**config.mk**
```make
export PLATFORM = sky130hd
export DESIGN_NAME = quic_cid_route_parser
export DESIGN_NICKNAME = d
export VERILOG_FILES = /design/src/hw/rtl/qcrp_pkg.sv /design/src/hw/rtl/qcrp_cfg_regs.sv /design/src/hw/rtl/qcrp_parser.sv /design/src/hw/rtl/qcrp_route_div.sv /design/src/hw/rtl/quic_cid_route_parser.sv
export SDC_FILE = /design/constraint.sdc
export NUM_CORES = 1
export LEC_CHECK = 0
export ABC_AREA = 1
export BUFFER_PORTS_ARGS = -buffer_cell sky130_fd_sc_hd__buf_2
export CORE_MARGIN = 3
export CORE_UTILIZATION = 60
export CTS_CLUSTER_SIZE = 14
export DETAILED_ROUTE_END_ITERATION = 8
export PLACE_DENSITY_LB_ADDON = 0.25
export SKIP_CTS_REPAIR_TIMING = 1
export SYNTH_ARGS = -nofsm -noshare
export SYNTH_HDL_FRONTEND = slang
export SYNTH_SLANG_ARGS = --single-unit
export TNS_END_PERCENT = 30
```
**constraint.sdc**
```tcl
create_clock -name clk -period 8.8 [get_ports clk]
set_input_delay 0 -clock clk [delete_from_list [all_inputs] [get_ports clk]]
set_output_delay 0 -clock clk [all_outputs]
set_load 0.05 [all_outputs]
```
**src/hw/rtl/qcrp_pkg.sv**
```systemverilog
// Shared types and constants for the QUIC CID route parser.
`timescale 1ns / 1ps

package qcrp_pkg;

	// Verdict codes
	localparam logic [1:0] VERD_DROP    = 2'd0;
	localparam logic [1:0] VERD_PASS    = 2'd1;
	localparam logic [1:0] VERD_REWRITE = 2'd2;

	localparam int GATHER_W = 32;
	localparam int ROUTE_W  = 17;
	localparam int OFFSET_W = 16;
	localparam int PORT_W   = 16;

	// Divide by 65521: multiply by this, keep the upper word, then one fixup step.
	localparam int             MAGIC_W   = 20;
	localparam logic [19:0]    DIV_MAGIC = 20'd983266;

	localparam logic [PORT_W-1:0] PORT_FIRST_RST  = 16'd80;
	localparam logic [PORT_W-1:0] PORT_SECOND_RST = 16'd443;

	// Register indexes on the configuration port
	localparam logic REG_PORT_FIRST  = 1'b0;
	localparam logic REG_PORT_SECOND = 1'b1;

	// Parse result handed from the parser to the divider stage
	typedef struct packed {
		logic [1:0]          verdict;    // REWRITE here is tentative
		logic [GATHER_W-1:0] gathered;
		logic [OFFSET_W-1:0] udp_offset;
	} qcrp_res_t;

endpackage

```
**src/hw/rtl/qcrp_cfg_regs.sv**
```systemverilog
// APB register file holding the two accepted UDP destination ports.
`timescale 1ns / 1ps

module qcrp_cfg_regs import qcrp_pkg::*; (
	input  logic              clk,
	input  logic              arst_n,
	input  logic              psel,
	input  logic              penable,
	input  logic              pwrite,
	input  logic [2:0]        paddr,
	input  logic [31:0]       pwdata,
	output logic [31:0]       prdata,
	output logic              pready,
	output logic [PORT_W-1:0] port_first,
	output logic [PORT_W-1:0] port_second
);

	logic              wr_en;
	logic [PORT_W-1:0] port_first_q;
	logic [PORT_W-1:0] port_second_q;

	assign pready = 1'b1;
	assign wr_en  = psel && penable && pwrite;

	always_ff @(posedge clk or negedge arst_n) begin
		if (!arst_n) begin
			port_first_q  <= PORT_FIRST_RST;
			port_second_q <= PORT_SECOND_RST;
		end else if (wr_en) begin
			// byte-lane bits of the address are ignored on writes
			case (paddr[2])
				REG_PORT_FIRST:  port_first_q  <= pwdata[PORT_W-1:0];
				REG_PORT_SECOND: port_second_q <= pwdata[PORT_W-1:0];
				default: ;
			endcase
		end
	end

	always_comb begin
		prdata = '0;
		if (paddr[1:0] == 2'b00) begin
			case (paddr[2])
				REG_PORT_FIRST:  prdata = {16'h0000, port_first_q};
				REG_PORT_SECOND: prdata = {16'h0000, port_second_q};
				default:         prdata = '0;
			endcase
		end
	end

	assign port_first  = port_first_q;
	assign port_second = port_second_q;

endmodule

```
**src/hw/rtl/qcrp_parser.sv**
```systemverilog
// Byte-at-a-time header walk: Ethernet, IPv6, option headers, UDP, QUIC CID.
`timescale 1ns / 1ps

module qcrp_parser import qcrp_pkg::*; #(
	parameter int MAX_EXT_HEADERS = 10
) (
	input  logic              clk,
	input  logic              arst_n,
	input  logic              in_valid,
	output logic              in_ready,
	input  logic [7:0]        in_byte,
	input  logic              in_last,
	input  logic [PORT_W-1:0] port_first,
	input  logic [PORT_W-1:0] port_second,
	output logic              res_valid,
	input  logic              res_ready,
	output qcrp_res_t         res
);

	localparam int EXT_CNT_W = $clog2(MAX_EXT_HEADERS + 1);

	localparam logic [15:0] ETYPE_IPV6 = 16'h86dd;
	localparam logic [7:0]  NH_HOP     = 8'd0;
	localparam logic [7:0]  NH_ROUTING = 8'd43;
	localparam logic [7:0]  NH_DSTOPT  = 8'd60;
	localparam logic [7:0]  NH_UDP     = 8'd17;
	localparam logic [15:0] POS_ETYPE_HI = 16'd12;
	localparam logic [15:0] POS_ETYPE_LO = 16'd13;
	localparam logic [15:0] POS_NEXT_HDR = 16'd20;
	localparam logic [15:0] POS_IP6_END  = 16'd53;
	localparam logic [15:0] IP6_PAYLOAD  = 16'd54;

	typedef enum logic [4:0] {
		PH_ETH   = 5'b00001,
		PH_IP6   = 5'b00010,
		PH_EXT   = 5'b00100,
		PH_XPORT = 5'b01000,
		PH_DONE  = 5'b10000
	} phase_t;

	// input register
	logic       valid_s1;
	logic [7:0] byte_s1;
	logic       last_s1;

	// frame state
	logic [15:0]          pos_q,      pos_n;
	phase_t               phase_q,    phase_n;
	logic [7:0]           nht_q,      nht_n;
	logic [15:0]          hs_q,       hs_n;
	logic [EXT_CNT_W-1:0] ext_cnt_q,  ext_cnt_n;
	logic [7:0]           ext_len_q,  ext_len_n;
	logic [15:0]          dport_q,    dport_n;
	logic                 qlong_q,    qlong_n;
	logic [7:0]           cid_len_q,  cid_len_n;
	logic [GATHER_W-1:0]  gathered_q, gathered_n;
	logic [1:0]           decided_q,  decided_n;
	logic                 gate_q,     gate_n;

	// result register
	logic      valid_s2;
	qcrp_res_t res_s2;

	logic        consume;
	logic [15:0] off;
	logic        at_hdr;
	logic        do_dispatch;
	logic        is_opt;
	logic        do_gather;
	logic [2:0]  gk;
	logic [3:0]  nib;
	logic [1:0]  v_final;
	logic [16:0] gate_end;

	assign consume  = valid_s1 && (!last_s1 || !valid_s2 || res_ready);
	assign in_ready = !valid_s1 || consume;

	assign off    = pos_q - hs_q;
	assign at_hdr = pos_q >= hs_q;
	assign nib    = {byte_s1[6], byte_s1[4], byte_s1[2], byte_s1[0]};
	assign is_opt = (nht_q == NH_HOP || nht_q == NH_ROUTING || nht_q == NH_DSTOPT)
		&& (ext_cnt_q < EXT_CNT_W'(MAX_EXT_HEADERS));

	always_comb begin
		pos_n      = pos_q;
		phase_n    = phase_q;
		nht_n      = nht_q;
		hs_n       = hs_q;
		ext_cnt_n  = ext_cnt_q;
		ext_len_n  = ext_len_q;
		dport_n    = dport_q;
		qlong_n    = qlong_q;
		cid_len_n  = cid_len_q;
		gathered_n = gathered_q;
		decided_n  = decided_q;
		gate_n     = gate_q;
		do_dispatch = 1'b0;
		do_gather   = 1'b0;
		gk          = '0;

		case (phase_q)
			PH_ETH: begin
				if (pos_q == POS_ETYPE_HI) begin
					dport_n = {byte_s1, 8'h00};
				end else if (pos_q == POS_ETYPE_LO) begin
					dport_n = {dport_q[15:8], byte_s1};
					if ({dport_q[15:8], byte_s1} != ETYPE_IPV6) begin
						phase_n   = PH_DONE;
						decided_n = VERD_DROP;
					end else begin
						phase_n = PH_IP6;
					end
				end
			end
			PH_IP6: begin
				if (pos_q == POS_NEXT_HDR) begin
					nht_n = byte_s1;
				end else if (pos_q == POS_IP6_END) begin
					hs_n        = IP6_PAYLOAD;
					do_dispatch = 1'b1;
				end
			end
			PH_EXT: begin
				if (at_hdr) begin
					if (off == 16'd0) begin
						nht_n = byte_s1;
					end else if (off == 16'd1) begin
						ext_len_n = byte_s1;
					end else if (off == 16'd7) begin
						// header length is 8 * (hdrlen + 1) bytes
						hs_n        = hs_q + {5'b0, ext_len_q, 3'b000} + 16'd8;
						do_dispatch = 1'b1;
					end
				end
			end
			PH_XPORT: begin
				if (at_hdr) begin
					if (off == 16'd2) begin
						dport_n = {byte_s1, 8'h00};
					end else if (off == 16'd3) begin
						dport_n = {dport_q[15:8], byte_s1};
					end else if (off == 16'd7) begin
						if (dport_q != port_first && dport_q != port_second) begin
							phase_n   = PH_DONE;
							decided_n = VERD_PASS;
						end
					end else if (off == 16'd8) begin
						qlong_n = byte_s1[7];
						if (!byte_s1[6]) begin
							phase_n   = PH_DONE;
							decided_n = VERD_DROP;
						end
					end else if (!qlong_q) begin
						// short header: DCID starts right after the first byte
						if (off == 16'd9) begin
							if (byte_s1[5:0] < 6'd8) begin
								phase_n   = PH_DONE;
								decided_n = VERD_PASS;
							end
						end else if (off >= 16'd10 && off <= 16'd17) begin
							do_gather = 1'b1;
							gk        = 3'(off - 16'd10);
							if (off == 16'd17) begin
								phase_n   = PH_DONE;
								decided_n = VERD_REWRITE;
							end
						end
					end else begin
						// long header: version, then DCID length, then DCID
						if (off == 16'd13) begin
							cid_len_n = byte_s1;
							if (byte_s1 == 8'd0) begin
								phase_n   = PH_DONE;
								decided_n = VERD_PASS;
							end else begin
								gate_n = 1'b1;
							end
						end else if (off == 16'd14) begin
							if (({2'b00, byte_s1[5:0]} + 8'd1) != cid_len_q
								|| byte_s1[5:0] < 6'd8) begin
								phase_n   = PH_DONE;
								decided_n = VERD_PASS;
							end
						end else if (off >= 16'd15 && off <= 16'd22) begin
							do_gather = 1'b1;
							gk        = 3'(off - 16'd15);
							if (off == 16'd22) begin
								phase_n   = PH_DONE;
								decided_n = VERD_REWRITE;
							end
						end
					end
				end
			end
			default: ;
		endcase

		if (do_gather) begin
			gathered_n = gathered_q | (GATHER_W'(nib) << {gk, 2'b00});
		end

		if (do_dispatch) begin
			if (is_opt) begin
				ext_cnt_n = ext_cnt_q + EXT_CNT_W'(1);
				phase_n   = PH_EXT;
			end else if (nht_q != NH_UDP) begin
				phase_n   = PH_DONE;
				decided_n = VERD_PASS;
			end else begin
				phase_n = PH_XPORT;
			end
		end

		// verdict for a frame that ends on this byte
		v_final  = (phase_n == PH_DONE) ? decided_n : VERD_DROP;
		gate_end = {1'b0, hs_n} + 17'd13 + {9'b0, cid_len_n};
		if (gate_n && ({1'b0, pos_q} < gate_end)) begin
			v_final = VERD_DROP;
		end

		if (!last_s1 && pos_q != 16'hffff) begin
			pos_n = pos_q + 16'd1;
		end
	end

	always_ff @(posedge clk or negedge arst_n) begin
		if (!arst_n) begin
			valid_s1 <= 1'b0;
		end else if (in_ready) begin
			valid_s1 <= in_valid;
		end
	end

	always_ff @(posedge clk) begin
		if (in_ready && in_valid) begin
			byte_s1 <= in_byte;
			last_s1 <= in_last;
		end
	end

	always_ff @(posedge clk or negedge arst_n) begin
		if (!arst_n) begin
			pos_q      <= '0;
			phase_q    <= PH_ETH;
			nht_q      <= '0;
			hs_q       <= '0;
			ext_cnt_q  <= '0;
			ext_len_q  <= '0;
			dport_q    <= '0;
			qlong_q    <= 1'b0;
			cid_len_q  <= '0;
			gathered_q <= '0;
			decided_q  <= VERD_DROP;
			gate_q     <= 1'b0;
		end else if (consume) begin
			if (last_s1) begin
				pos_q      <= '0;
				phase_q    <= PH_ETH;
				nht_q      <= '0;
				hs_q       <= '0;
				ext_cnt_q  <= '0;
				ext_len_q  <= '0;
				dport_q    <= '0;
				qlong_q    <= 1'b0;
				cid_len_q  <= '0;
				gathered_q <= '0;
				decided_q  <= VERD_DROP;
				gate_q     <= 1'b0;
			end else begin
				pos_q      <= pos_n;
				phase_q    <= phase_n;
				nht_q      <= nht_n;
				hs_q       <= hs_n;
				ext_cnt_q  <= ext_cnt_n;
				ext_len_q  <= ext_len_n;
				dport_q    <= dport_n;
				qlong_q    <= qlong_n;
				cid_len_q  <= cid_len_n;
				gathered_q <= gathered_n;
				decided_q  <= decided_n;
				gate_q     <= gate_n;
			end
		end
	end

	always_ff @(posedge clk or negedge arst_n) begin
		if (!arst_n) begin
			valid_s2 <= 1'b0;
		end else if (consume && last_s1) begin
			valid_s2 <= 1'b1;
		end else if (res_ready) begin
			valid_s2 <= 1'b0;
		end
	end

	always_ff @(posedge clk) begin
		if (consume && last_s1) begin
			res_s2.verdict    <= v_final;
			res_s2.gathered   <= gathered_n;
			res_s2.udp_offset <= hs_n;
		end
	end

	assign res_valid = valid_s2;
	assign res       = res_s2;

endmodule

```
**src/hw/rtl/qcrp_route_div.sv**
```systemverilog
// Two-stage divide of the gathered CID bits by 65521 and the output register.
`timescale 1ns / 1ps

module qcrp_route_div import qcrp_pkg::*; (
	input  logic                clk,
	input  logic                arst_n,
	input  logic                in_valid,
	output logic                in_ready,
	input  qcrp_res_t           res,
	output logic                out_valid,
	input  logic                out_ready,
	output logic [1:0]          verdict,
	output logic [ROUTE_W-1:0]  route_value,
	output logic [OFFSET_W-1:0] udp_offset
);

	localparam int PROD_W = MAGIC_W + GATHER_W;

	logic                valid_s3;
	logic [GATHER_W-1:0] n_s3;
	logic [MAGIC_W-1:0]  q_s3;
	logic [1:0]          verd_s3;
	logic [OFFSET_W-1:0] hs_s3;

	logic                out_valid_q;
	logic [1:0]          verdict_q;
	logic [ROUTE_W-1:0]  route_q;
	logic [OFFSET_W-1:0] offset_q;

	logic                adv_out;
	logic [PROD_W-1:0]   prod;
	logic [GATHER_W-1:0] diff;
	logic [GATHER_W-1:0] tsum;
	logic [ROUTE_W-1:0]  quot;
	logic                rw;

	assign adv_out  = !out_valid_q || out_ready;
	assign in_ready = !valid_s3 || adv_out;

	assign prod = PROD_W'(DIV_MAGIC) * PROD_W'(res.gathered);

	// n - q never underflows since q < n / 4096 + 1
	assign diff = n_s3 - GATHER_W'(q_s3);
	assign tsum = {1'b0, diff[GATHER_W-1:1]} + GATHER_W'(q_s3);
	assign quot = tsum[GATHER_W-1:15];
	assign rw   = (verd_s3 == VERD_REWRITE) && (quot != '0);

	always_ff @(posedge clk or negedge arst_n) begin
		if (!arst_n) begin
			valid_s3 <= 1'b0;
		end else if (in_ready) begin
			valid_s3 <= in_valid;
		end
	end

	always_ff @(posedge clk) begin
		if (in_ready && in_valid) begin
			n_s3    <= res.gathered;
			q_s3    <= prod[PROD_W-1:GATHER_W];
			verd_s3 <= res.verdict;
			hs_s3   <= res.udp_offset;
		end
	end

	always_ff @(posedge clk or negedge arst_n) begin
		if (!arst_n) begin
			out_valid_q <= 1'b0;
		end else if (adv_out) begin
			out_valid_q <= valid_s3;
		end
	end

	always_ff @(posedge clk) begin
		if (adv_out && valid_s3) begin
			if (rw) begin
				verdict_q <= VERD_REWRITE;
				route_q   <= quot;
				offset_q  <= hs_s3;
			end else begin
				// a zero quotient turns a rewrite into a drop
				verdict_q <= (verd_s3 == VERD_REWRITE) ? VERD_DROP : verd_s3;
				route_q   <= '0;
				offset_q  <= '0;
			end
		end
	end

	assign out_valid   = out_valid_q;
	assign verdict     = verdict_q;
	assign route_value = route_q;
	assign udp_offset  = offset_q;

endmodule

```
**src/hw/rtl/quic_cid_route_parser.sv**
```systemverilog
// QUIC connection-ID routing parser: one frame byte per request in, one verdict per frame out.
//
// Input stream: one frame byte per request in s_axis_tdata[7:0], starting at the
// Ethernet header; s_axis_tlast marks the final byte of the frame. Every byte
// but the last produces nothing; the last byte produces exactly one request on
// the output stream carrying verdict, route value and UDP header offset.
// Bytes are taken at one per clock while s_axis_tready is high. Once the last
// byte of a frame is accepted, its result passes through the input register,
// parse/result register, multiply register and output register. The divide by
// 65521 is a 20x32 multiply in its own stage followed by a subtract/add fixup.
// When the receiver holds m_axis_tready low the output register keeps its
// request and the stages behind it fill; s_axis_tready drops only once the
// input register holds a last byte that cannot move on. Non-last bytes keep
// flowing, so a full output register alone does not stop the input.
// The APB port holds the two accepted UDP destination ports (offset 0x0 and
// 0x4); write them only while no frame is in flight.
// Reset clears all pipeline valids and frame state; the port registers return
// to 80 and 443.
`timescale 1ns / 1ps

module quic_cid_route_parser import qcrp_pkg::*; #(
	parameter int MAX_EXT_HEADERS = 10
) (
	input  logic        clk,
	input  logic        arst_n,
	input  logic        s_axis_tvalid,
	output logic        s_axis_tready,
	input  logic [7:0]  s_axis_tdata,   // [7:0] packet_byte
	input  logic        s_axis_tlast,   // end_of_packet
	output logic        m_axis_tvalid,
	input  logic        m_axis_tready,
	output logic [39:0] m_axis_tdata,   // [1:0] verdict, [18:2] route_value,
	                                    // [34:19] udp_offset, [39:35] zero
	input  logic        psel,
	input  logic        penable,
	input  logic        pwrite,
	input  logic [2:0]  paddr,
	input  logic [31:0] pwdata,
	output logic [31:0] prdata,
	output logic        pready
);

	logic [PORT_W-1:0]   port_first;
	logic [PORT_W-1:0]   port_second;
	logic                res_valid;
	logic                res_ready;
	qcrp_res_t           res;
	logic [1:0]          verdict;
	logic [ROUTE_W-1:0]  route_value;
	logic [OFFSET_W-1:0] udp_offset;

	qcrp_cfg_regs u_cfg (
		.clk         (clk),
		.arst_n      (arst_n),
		.psel        (psel),
		.penable     (penable),
		.pwrite      (pwrite),
		.paddr       (paddr),
		.pwdata      (pwdata),
		.prdata      (prdata),
		.pready      (pready),
		.port_first  (port_first),
		.port_second (port_second)
	);

	qcrp_parser #(
		.MAX_EXT_HEADERS (MAX_EXT_HEADERS)
	) u_parser (
		.clk         (clk),
		.arst_n      (arst_n),
		.in_valid    (s_axis_tvalid),
		.in_ready    (s_axis_tready),
		.in_byte     (s_axis_tdata),
		.in_last     (s_axis_tlast),
		.port_first  (port_first),
		.port_second (port_second),
		.res_valid   (res_valid),
		.res_ready   (res_ready),
		.res         (res)
	);

	qcrp_route_div u_div (
		.clk         (clk),
		.arst_n      (arst_n),
		.in_valid    (res_valid),
		.in_ready    (res_ready),
		.res         (res),
		.out_valid   (m_axis_tvalid),
		.out_ready   (m_axis_tready),
		.verdict     (verdict),
		.route_value (route_value),
		.udp_offset  (udp_offset)
	);

	assign m_axis_tdata = {5'b00000, udp_offset, route_value, verdict};

`ifndef ASSERT_OFF
	a_verdict_code: assert property (@(posedge clk) disable iff (!arst_n)
		m_axis_tvalid |-> (verdict == VERD_DROP || verdict == VERD_PASS
			|| verdict == VERD_REWRITE))
		else $error("unknown verdict code on output");

	a_no_rewrite_no_route: assert property (@(posedge clk) disable iff (!arst_n)
		(m_axis_tvalid && verdict != VERD_REWRITE) |-> (route_value == '0 && udp_offset == '0))
		else $error("route fields set without rewrite");

	a_rewrite_nonzero: assert property (@(posedge clk) disable iff (!arst_n)
		(m_axis_tvalid && verdict == VERD_REWRITE) |-> (route_value != '0))
		else $error("rewrite with zero route value");

	a_port_write: assert property (@(posedge clk) disable iff (!arst_n)
		(psel && penable && pwrite && paddr[2] == REG_PORT_FIRST)
			|=> (port_first == $past(pwdata[PORT_W-1:0])))
		else $error("port_first write lost");
`endif

endmodule

```
# [Word level (Yosys, flattened, before mapping)]
# Cells that the tools add are included.
[totals] regBits=317 output_inout_bits=75 elab_cells=297
[classes] add_sub_neg=12 n_mul=1 order_cmp=8 n_eq_ne=40 shift=1 n_mux=146 bitwise=3 reduce_logical=54
[ops] op="2-to-1 mux 16 bit" n=13
[ops] op="2-to-1 mux 8 bit" n=20
[ops] op="2-to-1 mux 5 bit" n=25
[ops] op="equality test 16 x 4 -> 1 bit (second input constant)" n=6
[ops] op="2-to-1 mux 32 bit" n=3
[ops] op="case mux 16 bit (2 select lines)" n=2
[ops] op="case mux 32 bit (2 select lines)" n=1
[ops] op="2-to-1 mux 2 bit" n=26
[ops] op="multiplier 19 x 32 -> 51 bit (first input constant)" n=1
[ops] op="equality test 16 x 5 -> 1 bit (second input constant)" n=3
[ops] op="2-to-1 mux 1 bit" n=37
[ops] op="2-to-1 mux 3 bit" n=12
[ops] op="adder 31 x 20 -> 32 bit" n=1
[ops] op="equality test 16 x 2 -> 1 bit (second input constant)" n=2
[ops] op=">= comparator 16 x 4 -> 1 bit (second input constant)" n=2
[ops] op="less-or-equal comparator 16 x 5 -> 1 bit (second input constant)" n=2
[ops] op="inequality test 16 bit" n=2
[ops] op="inequality test 16 bit (second input constant)" n=2
[ops] op="bitwise OR 32 bit" n=1
[ops] op="<< shifter 4 x 5 -> 32 bit" n=1
[ops] op="subtractor 32 x 20 -> 32 bit" n=1
[ops] op="AND reduction 5 bit" n=4
[ops] op="inequality test 3 x 1 -> 1 bit (second input constant)" n=6
[ops] op="nonzero test 2 bit" n=9
[ops] op="other kinds (46)" n=83

# [Longest topological paths before layout]
[depth] ltp_word=17 depth_mapped=48

# [By module]
# From an unflattened synthesis, not the netlist that was laid out.
[unflattened] cells_unflattened=3511 hier_area_um2=28132.0
[modules_own_cells] module="qcrp_route_div" instances=1 cells_per_inst=1751 area_each_um2=14475.1 seq_area_each_um2=3203.1
[modules_own_cells] module="qcrp_parser" instances=1 cells_per_inst=1538 area_each_um2=11940.2 seq_area_each_um2=4750.8
[modules_own_cells] module="qcrp_cfg_regs" instances=1 cells_per_inst=216 area_each_um2=1675.4 seq_area_each_um2=812.0
[modules_own_cells] module="quic_cid_route_parser" instances=1 cells_per_inst=6 area_each_um2=41.3 seq_area_each_um2=0.0

# [Least setup slack after synthesis]
# OpenSTA, ideal clock, no wires.
[synth_path] path_type="flip-flop to flip-flop" startpoint="reg u_parser.pos_q[0]" endpoint="reg u_parser.res_s2 (netlist bit u_parser.res[48]), data pin" setup_ns=0.261 arrival_ns=6.067 required_ns=8.539 setup_slack_ns=2.472 path_stages_with_launch=44 n_path_buf=2 period_less_slack_ns=6.328 path_cell_list="dfrtp_1 -> inv_1 -> ha_1 -> fa_1 -> inv_1 -> nand3_1 -> nand3_1 -> nand2_1 -> nand2_1 -> xor2_1 -> nor2_1 -> nand2_2 -> nor2_8 -> buf_4 -> nand3_1 -> nor3_4 -> buf_2 -> nand2_1 -> [... 8 more ...] -> nand2_1 -> a21oi_1 -> nor2_1 -> o21bai_1 -> a21oi_1 -> nor3_4 -> xor2_1 -> ha_1 -> a21o_1 -> a21oi_1 -> o21ai_0 -> nand3_1 -> nand2_1 -> a21o_1 -> nand2_1 -> nand2_1 -> nand3_1 -> nor3_1"
[synth_between] elab_chain_len=17 word_cells_on_any_way=96
[synth_lines] item="start: declaration" line_no="qcrp_parser.sv:47" text="logic [15:0] pos_q, pos_n;"
[synth_lines] item="start signal: assignment" line_no="qcrp_parser.sv:270" text="pos_q <= pos_n;"
[synth_lines] item="branches (longest 17 deep; another with adder 16 x 4 -> 17 bit)"
[synth_lines] item="end: declaration" line_no="qcrp_parser.sv:62" text="qcrp_res_t res_s2;"
# Parallel ways; which one is timed is not known.
# A chain may end at the register's enable or synchronous reset.

# [Worst setup path after layout]
# Same ends and word-level chain as after synthesis.

==> flow_summary_export.csv <==
group,metric,value,unit
timing,worst_pin_slew,1246,ps
clock_tree,clock-sinks,317,
placement,dp_hpwl,54410,um
route,vias,21280,
pwr,power_density,251.7,nW/um^2
clock_tree,cts-root-buf,"clkbuf_16",
timing,tns,0,ps
yosys,synth-edff-count,164,
clock_tree,cts_tree,"done",
global_route,antenna_found_initial,2,
yosys,synth_compound_area_share,11.29,%
route,viasPerCell,5.667,
global_route,overflow,0,
route,drt_wl_total,69050,um
min_path,min_path_type,"input pin to async pin",
timing,whs,88.98,ps
floorplan,start_util,60.97,%
timing,finClkSkew,14.66,ps
layout,postLayoutCellArea,28800,um^2
clock_tree,clk_latency,560,ps
yosys,synth_seq_cells,317,
route,wl_per_cell,18.39,um
clock_tree,cts_made_buffers,38,
placement,portBuffers,87,
floorplan,die_area,46420,um^2
layout,nets,3628,
critical_path,required,9080,ps
timing,max_freq,133.6,MHz
layout,mostFrequentLayoutCells,"533 x inv_1, 497 x nand2_1, 306 x ha_1",
critical_path,reg2reg_from,"u_parser.pos_q[0]",
yosys,synthCells,3025,
layout,drive_above_1_share,8.804,%
floorplan,pin_count,126,
timing,finalCriticalPeriod,7488,ps
floorplan,rows,76,
yosys,synth_xor_area_share,3.679,%
yosys,synthTopCellsByArea,"edfxtp_1 19%, ha_1 15%, dfrtp_1 14%",
yosys,async_flop_share,48.26,%
yosys,synth_mux_area_share,0,%
outcome,status,"completed",
timing,rsz0062_at_grt,"no",
critical_path,path_class,"flip-flop to flip-flop",
timing,hold_violations,0,
yosys,synth_top_area_share,18.71,%
yosys,synthFlopType,"edfxtp_1",
floorplan,core,43170,um^2
floorplan,die_x,215.5,um
yosys,yosysSeqAreaShare,33.30,%
yosys,synth_fa_ha_area_share,24.59,%
placement,dpl-instance-area,27260,um^2
global_route,grtUsageTotal,29.72,%
timing,slew_headroom,15.86,%
pwr,peakVddDrop,0.0001876,V
clock_tree,htree_levels,2,
timing,finalSetupViolCount,0,
route,drtAntennaViolNets,0,
placement,place.gp.congestion,0.9190,
global_route,first_global_vias,21040,
yosys,yosys.area_share.simple,17.71,%
critical_path,cp-end-kind,"flip-flop",
pwr,power,7.247,mW
critical_path,worstPathMaxFanout,17,
global_route,grt_pass1_wl,110200,um
layout,layout_commonest_cell,"inv_1",
critical_path,worst_setup_path_start_kind,"flip-flop",
critical_path,cp_common_cell,"nand3_1",
route,drtPass1Iterations,5,
floorplan,chipHeight,215.5,um
layout,num_antenna_cells,0,
yosys,synth_top_family_by_area,"adder cells",
clock_tree,clk_path_buf_depth,3,
yosys,yosysTopAreaCell,"edfxtp_1",
critical_path,crit_start,"u_parser.pos_q[0]",
critical_path,cpPeakStageDelay,560,ps
yosys,ys_warn_count,0,
timing,slew_violations,0,
route,drc_errors,0,
yosys,netlist_area,26320,um^2
pwr,power.leakage,14.19,nW
critical_path,arrival,7770,ps
global_route,grt_start_max_net_pins,82,
clock_tree,path_clk_slew,60,ps
yosys,synth_cell_types,71,
critical_path,slowest_stage,"nor3_4",
timing,period_share,85.09,%
yosys,postSynthAreaPerCell,8.701,um^2
flow_run,maxCapViolations,0,
layout,synthToLayoutAreaGrowth,9.407,%
route,drt_iter0_markers,1776,
## sequential cells by signal, summed over array words and instances, names as in the netlist, 4 cells and up
register / count
u_cfg.port_first: 16
u_cfg.port_second: 16
u_div.hs_s3: 16
u_div.n_s3: 32
u_div.q_s3: 20
u_div.route_value: 17
u_div.udp_offset: 16
u_parser.byte_s1: 8
u_parser.cid_len_q: 8
u_parser.dport_q: 16
u_parser.ext_cnt_q: 4
u_parser.ext_len_q: 8
u_parser.gathered_q: 32
u_parser.hs_q: 16
u_parser.nht_q: 8
u_parser.phase_q: 5
u_parser.pos_q: 16
u_parser.res: 50
## Yosys cell counts, types with 8 or more instances
cell type,count
a211oi_1,15
a21o_1,13
a21oi_1,179
a31oi_1,18
buf_2,8
buf_4,23
clkbuf_1,35
dfrtp_1,143
dfstp_2,10
edfxtp_1,164
fa_1,132
ha_1,306
inv_1,534
nand2_1,497
nand2_2,15
nand3_1,143
nand3_2,9
nand4_1,60
nor2_1,175
nor2_2,27
nor2_4,8
nor3_1,40
nor4_1,16
o211ai_1,12
o21a_1,8
o21ai_0,195
o21ai_1,8
o22ai_1,22
xnor2_1,41
xor2_1,64
## cells by family after synthesis
| kind of cell | count (synthesis) |
|---|---|
| AO/OA/AOI/OAI | 518 |
| XOR/XNOR | 108 |
| adder cells (fa/ha/maj) | 438 |
| buffers and inverters | 621 |
| flip-flops | 317 |
| other | 2 |
| AND/OR/NAND/NOR | 1021 |
## area by class of cell
| cell class | count | area [um^2] |
|---|---|---|
| multi-input combinational | 2107 | 15160 |
| fill | 3600 | 14370 |
| sequential | 317 | 8766 |
| inverter | 546 | 2053 |
| clock buffer | 47 | 1036 |
| timing repair buffer | 129 | 827.0 |
| tap | 585 | 732.0 |
| clock inverter | 23 | 219.0 |
## worst paths after layout
check                      cells after the start  slack [ps]                   end
max                                           40        1310      u_parser.res[48]
min                                            2          90    u_parser.pos_q[15]
max reg2reg                                   40        1310      u_parser.res[48]
min reg2reg                                    0         420        u_div.hs_s3[1]
max in group asynchronous                      3        7180  u_cfg.port_second[6]
min in group clk                               2         160      u_parser.last_s1
## metal layers
metal / routed length, um / global-route usage (%) / share of wire (%)
met1: 29940 / 40.87 / 43
met5: 14 / 0 / 0.020
met4: 1716 / 8.130 / 2.5
met2: 33190 / 50.26 / 48
met3: 4191 / 3.689 / 6.1
## stage by stage
| stage | utilization [%] | setup WS, ps | std cells |
|---|---|---|---|
| 2_1_floorplan | - | 2472 | 3045 |
| 3_3_place_gp | 63.15 | 1578 | 3656 |
| 3_5_place_dp | 63.15 | 1359 | 3656 |
| 4_1_cts | 66.06 | 1322 | 3726 |
| 5_1_grt | 66.71 | 660.9 | 3754 |
| 6_report | 66.71 | 1312 | 3754 |
## power by group
group          internal [mW]  total (mW)  switching (mW)
clock                  0.910        1.57           0.656
combinational           1.36        3.76            2.40
sequential              1.79        1.92           0.139
total                   4.05        7.25            3.20
## worst max-delay path, delay by kind of cell (launching register included)
| kind | cells | cell delay (ps) |
|---|---|---|
| AOI/OAI and AO/OA | 8 | 1140 |
| xor gates and xnor gates | 2 | 370 |
| buffers and inverters | 5 | 530 |
| adders and majority gates | 6 | 1940 |
| and+or+nand+nor | 19 | 2820 |
| DFF | 1 | 410 |
No activity file was read; power rests on OpenSTA's default activity.
